### src/iau_pkg.sv
// ----------------------------------------------------------------------------
// iau_pkg
// Shared constants and types for the interval arithmetic unit.
// ----------------------------------------------------------------------------
package iau_pkg;

	localparam int DATA_WIDTH = 32;
	localparam int RES_WIDTH  = 64;

	typedef enum logic [1:0] {
		OP_ADD = 2'd0,
		OP_SUB = 2'd1,
		OP_MUL = 2'd2,
		OP_DIV = 2'd3
	} op_t;

	typedef struct packed {
		logic div_error;
		logic a_holds_b;
		logic b_holds_a;
		logic overlap;
		logic a_is_point;
	} flags_t;

endpackage

### src/iau_span.sv
// ----------------------------------------------------------------------------
// iau_span
// Registered min/max of four candidates in two stages.
// ----------------------------------------------------------------------------
module iau_span (
	input  logic                                clk,
	input  logic                                arst_n,
	input  logic                                in_valid,
	input  logic signed [iau_pkg::RES_WIDTH-1:0] v0,
	input  logic signed [iau_pkg::RES_WIDTH-1:0] v1,
	input  logic signed [iau_pkg::RES_WIDTH-1:0] v2,
	input  logic signed [iau_pkg::RES_WIDTH-1:0] v3,
	input  iau_pkg::flags_t                     flags_in,
	output logic                                out_valid,
	output logic signed [iau_pkg::RES_WIDTH-1:0] lo,
	output logic signed [iau_pkg::RES_WIDTH-1:0] hi,
	output iau_pkg::flags_t                     flags_out
);
	logic signed [iau_pkg::RES_WIDTH-1:0] lo0_s1, hi0_s1, lo1_s1, hi1_s1, lo_s2, hi_s2;
	logic v_s1, v_s2;
	iau_pkg::flags_t f_s1, f_s2;

	always_ff @(posedge clk or negedge arst_n) begin
		if (!arst_n) begin
			v_s1 <= 1'b0;
			v_s2 <= 1'b0;
		end else begin
			v_s1 <= in_valid;
			v_s2 <= v_s1;
		end
	end

	always_ff @(posedge clk) begin
		lo0_s1 <= (v1 < v0) ? v1 : v0;
		hi0_s1 <= (v1 > v0) ? v1 : v0;
		lo1_s1 <= (v3 < v2) ? v3 : v2;
		hi1_s1 <= (v3 > v2) ? v3 : v2;
		f_s1   <= flags_in;
		lo_s2  <= (lo1_s1 < lo0_s1) ? lo1_s1 : lo0_s1;
		hi_s2  <= (hi1_s1 > hi0_s1) ? hi1_s1 : hi0_s1;
		f_s2   <= f_s1;
	end

	assign out_valid = v_s2;
	assign lo        = lo_s2;
	assign hi        = hi_s2;
	assign flags_out = f_s2;
endmodule

### config.mk
export PLATFORM = sky130hd
export DESIGN_NAME = iau_span
export DESIGN_NICKNAME = d
export VERILOG_FILES = /design/src/iau_pkg.sv /design/src/iau_span.sv
export SDC_FILE = /design/constraint.sdc
export NUM_CORES = 1
export LEC_CHECK = 0
export ABC_AREA = 0
export BUFFER_PORTS_ARGS = -buffer_cell sky130_fd_sc_hd__buf_4
export CORE_UTILIZATION = 52
export DETAILED_ROUTE_END_ITERATION = 7
export GPL_ROUTABILITY_DRIVEN = 0
export GPL_TIMING_DRIVEN = 0
export PLACE_DENSITY = 0.82
export REMOVE_ABC_BUFFERS = 1
export SETUP_SLACK_MARGIN = 0.1
export SYNTH_ARGS = -nofsm -noshare
export SYNTH_HDL_FRONTEND = slang
export SYNTH_SLANG_ARGS = --single-unit
export TNS_END_PERCENT = 50
### constraint.sdc
create_clock -name clk -period 3.28 [get_ports clk]
set_clock_uncertainty 0.05 [all_clocks]
set_input_delay 0.656 -clock clk [delete_from_list [all_inputs] [get_ports clk]]
set_output_delay 0.656 -clock clk [all_outputs]
set_load 0.01 [all_outputs]
== Yosys cells after proc, flatten, opt, wreduce, memory -nomap -nowiden ==
Index checks and enable logic that the tools add are counted.
Cells by class
  magnitude comparators: 6
  mux-type cells: 6
Operators with widths (number)
  $mux 64: 6
  $gt 64x64->1: 3
  $lt 64x64->1: 3
Storage, ports and cells
  output and inout bits: 134
  input port bits: 264
  word-level logic and storage cells: 30
  flip-flop bits (word level): 396

== Longest topological paths before layout ==
  depth after elaboration: 2
  mapped depth: 13
  depth with buffers taken out: 10

== Least setup slack after synthesis ==
No wires, ideal clock.
  kind: in2reg
  from: input v2[63] (netlist bit)
  to: register lo1_s1[16] (netlist bit)
  slack: -0.092 ns
  library setup time: 0.121 ns
  path buffers: 1
  data arrival time: 3.201 ns
  cell stages on the path: 10
  data required time: 3.109 ns
  path through: inv_1 ha_1 nand4_1 a211oi_1 or4b_1 a221oi_1 o211ai_2 xor2_2 buf_6 mux2_2
On the way
  longest elaborated chain between the ends: 2
RTL lines
  from (decl): line iau_span.sv:11  | input logic signed [iau_pkg::RES_WIDTH-1:0] v2,
  $lt 64x64->1: line iau_span.sv:36  | lo1_s1 <= (v3 < v2) ? v3 : v2;
  $mux 64: line iau_span.sv:36
  to (signal assigned): line iau_span.sv:36
  to (decl): line iau_span.sv:19  | logic signed [iau_pkg::RES_WIDTH-1:0] lo0_s1, hi0_s1, lo1_s1, hi1_s1, lo_s2, hi_s2;
Every way passes these cells.

== Final worst setup path ==
  from: register lo0_s1[14] (netlist bit)
  to: register lo_s2 (netlist bit lo[13])
On the way
  longest elaborated chain between the ends: 2
RTL lines
  from (decl): line iau_span.sv:19
  from (signal assigned): line iau_span.sv:34  | lo0_s1 <= (v1 < v0) ? v1 : v0;
  $lt 64x64->1: line iau_span.sv:39  | lo_s2 <= (lo1_s1 < lo0_s1) ? lo1_s1 : lo0_s1;
  $mux 64: line iau_span.sv:39
  to (signal assigned): line iau_span.sv:39
  to (decl): line iau_span.sv:19
Every way passes these cells.

==> results.txt <==
----------------------------------------------------
[Outcome]
  Result of the run ... complete, but fails checks
  Violations in the final reports ... negative setup slack

[Floorplanning]
  Floorplan die area ... around 0.041 mm^2
  Number of placement rows ... 72
  Starting utilization of the core area ... around 53%
  Area inside the core boundary ... 0.0389 mm^2
  Die Ht ... 201 um
  Top-level port count ... between 300 and 400
  Horizontal die dimension ... 201 um

[Synth]
  Cell Area, Synth ... between 0.02 and 0.025 mm^2
  Post-synth cell types ... 53
  Fraction of the mapped netlist area in simple logic gates ... 11.8%
  Main area contributors after synthesis ... dfxtp_1, mux2_2, ha_1, inv_1, nand4_1
  Area fraction of the dominant cell type after synthesis ... 38.2%
  Synthesis warning total ... 0
  Largest family of logic cells by synthesized area ... multiplexers
  Share of async-settable or async-resettable flops after synthesis ... 0.505%
  Post-synth EDFFs ... 0
  Synth Area in XOR/XNOR ... 0.212%
  Post-Synthesis Mean Instance Area ... 10.2 um^2
  Predominant post-synthesis flop cell ... dfxtp_1
  Yosys top cell by area ... dfxtp_1
  Adder and majority cell fraction of the synthesized area ... around 15%
  Multiplexer area fraction after synthesis ... 17.5%
  Post-synthesis compound-gate area fraction ... 9.63%
  Share of the yosys chip area belonging to registers ... just under 40%
  Cells after Synth ... 2030
  Number of register bits inferred by synthesis ... 396

[Job]
  Max-capacitance violation count ... 0

[Power]
  IR drop worst, VDD ... a little under 0.5 mV
  Share of power burned in the clock network ... between 20 and 30%
  Combinational share of power ... 39.6%
  Switching fraction of total power ... 31.9%
  Switching component of the power ... 0.00630 W
  Total Power ... 0.0198 W
  Total leakage power ... 13.4 nW
  Power per unit of standard cell area ... 709 mW/mm^2
  Internal Power ... around 0.013 W
  Sequential share of power ... between 30% and 40%

[Layout]
  Number of nets in the finished design ... between 2000 and 3000
  Sequential Area ... 0.00795 mm^2
  Post-Layout Inst Area ... 0.0279 mm^2
  Fraction of layout cells with a size suffix above 1 ... approximately 40%
  Number of fill cells in the layout ... 2626
  Synth-to-layout area growth ... 34.9%
  Total area of multi-input combinational cells ... 0.0124 mm^2

[Route]
  Detailed-routing iteration count for the pre-antenna-repair pass ... 6
  Number of design rule violations left after detail routing ... 0
  Number of DRC markers after the initial detailed-route iteration ... 973
  Vias after detailed routing ... 18023
  Routed wire length per instance ... 23.4 um
  Total wire length after detailed routing ... approximately 71000 um
  ANT nets after route ... 0
  DR vias/cell ... between 5 and 6

[Clocking]
  # clock sinks ... 396
  Clock Tree Root ... clkbuf_16
  Worst-case clock buffer depth ... 3
  Clock latency of the later-clocked register in the worst-skew pair ... 0.59 ns
  Clock buffer count from CTS ... 43
  Clock slew at reported path FFs ... roughly 0.060 ns
  # H-tree levels ... 2
  CTS tree ... done

[Critical path]
  Critical Path Sink Type ... flop
  Worst flop-to-flop path endpoint ... lo[13]
  Maximum fanout encountered on the critical timing path ... 12
  R2R depth ... 14
  CP startpoint kind ... flop
  Minimum setup slack among reg-to-reg paths ... -0.12 ns
  Source of the critical timing path ... lo0_s1[14]
  Crit path arrival time ... 3.82 ns
  Worst reg2reg startpoint ... lo0_s1[14]
  Req. time, crit path ... 3.70 ns
  Kind of critical path ... reg -> reg

[GRT]
  GRT Total Usage ... 33.0%
  First-pass GRT wire length ... 103000 um
  Antenna violations before repair ... 4
  Largest net degree at the start of global routing ... 110
  GRT overflow ... 0
  Via count of the first global-routing pass ... 18199

[STA]
  Hold Violations, Final ... 0
  Final critical-path required period ... 3.40 ns
  Slew Limit Fails ... 0
  Remaining max-slew budget at the tightest pin ... approximately two fifths
  Unrepaired setup endpoints after global routing ... yes
  Final critical-path share of the clock period ... 104%
  Final setup viols ... 63
  Upper clock frequency limit ... 294 MHz
  Slack of the critical path ... -0.119 ns
  Total negative slack for setup checks ... -4.71 ns
  Transition at the pin with the smallest max-transition slack ... 0.883 ns

[Placed design]
  Number of input and output port buffers inserted ... 397
  HPWL after DPL ... 45400 um
  Post-DP Area ... 0.0243 mm^2
  Pre-CTS WS ... -2.00 ns

[Hold path]
  Worst hold start ... in_valid
  Worst Hold End ... v_s1
  Count of cells along the worst hold path ... 1
  Classification of the worst-slack hold path ... in -> reg

----------------------------------------------------
## cells in the final DEF (no fill, tap or decap), types with 10 or more instances in the layout
master	n
ha_1	232
mux2_2	232
nand2_1	91
nand3b_1	63
or3_1	66
inv_1	243
clkinv_2	11
buf_12	15
dfxtp_2	11
a21oi_1	66
nand4_1	117
o21ai_0	23
ha_4	22
buf_4	429
inv_2	12
buf_6	12
clkbuf_8	10
a21o_1	72
clkbuf_16	49
o2111ai_1	63
mux2_4	79
nor2b_1	10
nor2_1	17
buf_16	17
dfxtp_1	383
## logic make-up after synthesis
family / Yosys count
AO/OA/AOI/OAI: 282
XOR/XNOR: 2
adder cells (fa/ha/maj): 255
buffers and inverters: 352
flip-flops: 396
multiplexers: 321
AND/OR/NAND/NOR: 422
## sequential cells by signal, summed over array words and instances, names as in the netlist
signal     count
f_s1           5
hi            64
out_valid      1
lo1_s1        64
lo0_s1        64
hi0_s1        64
lo            64
v_s1           1
flags_out      5
hi1_s1        64
## through the flow
stage | hold WS (ns) | util, % | cells
floorplan | 0.260 | - | 1937
global route | 0.112 | 71.6 | 3027
detailed placement | 0.265 | 62.4 | 2869
CTS | 0.105 | 69.7 | 3005
finish | 0.125 | 71.6 | 3028
global placement | 0.260 | 61.2 | 2852
## cell type report
class,instances,share of cell area (%)
Sequential cell,396,28.5
Tap cell,518,2.33
Timing Repair Buffer,485,15.7
Antenna cell,4,0.0359
Multi-Input combinational cell,1287,44.4
Clock buffer,59,4.59
Inverter,259,3.52
Clock inverter,20,0.934
## metal layers
metal  up-vias  track usage [%]  share of wire [%]
met5         -                0                  0
met4         0             16.1                4.9
met3       221             6.24                7.4
met2       857             55.3                 48
met1      8733             40.6                 40
li1       8212                -                  -
## power groups by stage
stage	clock, W	combinational (W)	sequential (W)
after floorplan	0	0.00320	0.00686
after global routing	0.00553	0.00826	0.00674
after CTS	0.00531	0.00734	0.00662
after detailed placement	0	0.00623	0.00668
after global placement	0	0.00571	0.00657
final	0.00529	0.00782	0.00665
## worst max-delay path, stage by stage, from the launching register on
cell and delay [ns]:
dfxtp_2 0.34, inv_2 0.04, ha_4 0.26, nand4_1 0.16, or3_1 0.37, o32a_1 0.30, o211ai_1 0.23, a211oi_4 0.16
o41ai_4 0.24, buf_6 0.17, xor2_4 0.17, buf_4 0.16, buf_6 0.11, buf_16 0.16, mux2_2 0.35
## synth_stat cells, drive strengths merged (8+ instances only)
cell type and number:
dfxtp 394, mux2 320, inv 259, ha 255
nand4 117, nand2 92, a21oi 75, a21o 72
or3 68, nand3b 63, o2111ai 63, clkbuf 54
buf 39, o21ai 29, nor2 18, nor3 14
nand3 13, nor2b 11, o21a 8
## timing repair
item	in CTS	in global routing
gates cloned	13	5
endpoints found under the setup margin	382	359
hold buffers	1	0
pin swaps	30	40
hold endpoints to repair	2	0
buffers inserted	43	14
gates resized for setup	124	116
## worst max-delay path by stage
stage	slack [ns]	endpoint	cells past startpoint
6_report	-0.12	lo[13]	14
2_1_floorplan	-4.24	lo0_s1[63]	10
3_5_place_dp	-2.00	hi0_s1[33]	12
3_3_place_gp	-9.37	lo0_s1[30]	10
4_1_cts	-0.13	lo[20]	15
5_1_grt	-0.21	lo[13]	14
No activity file was read; power rests on OpenSTA's default activity.
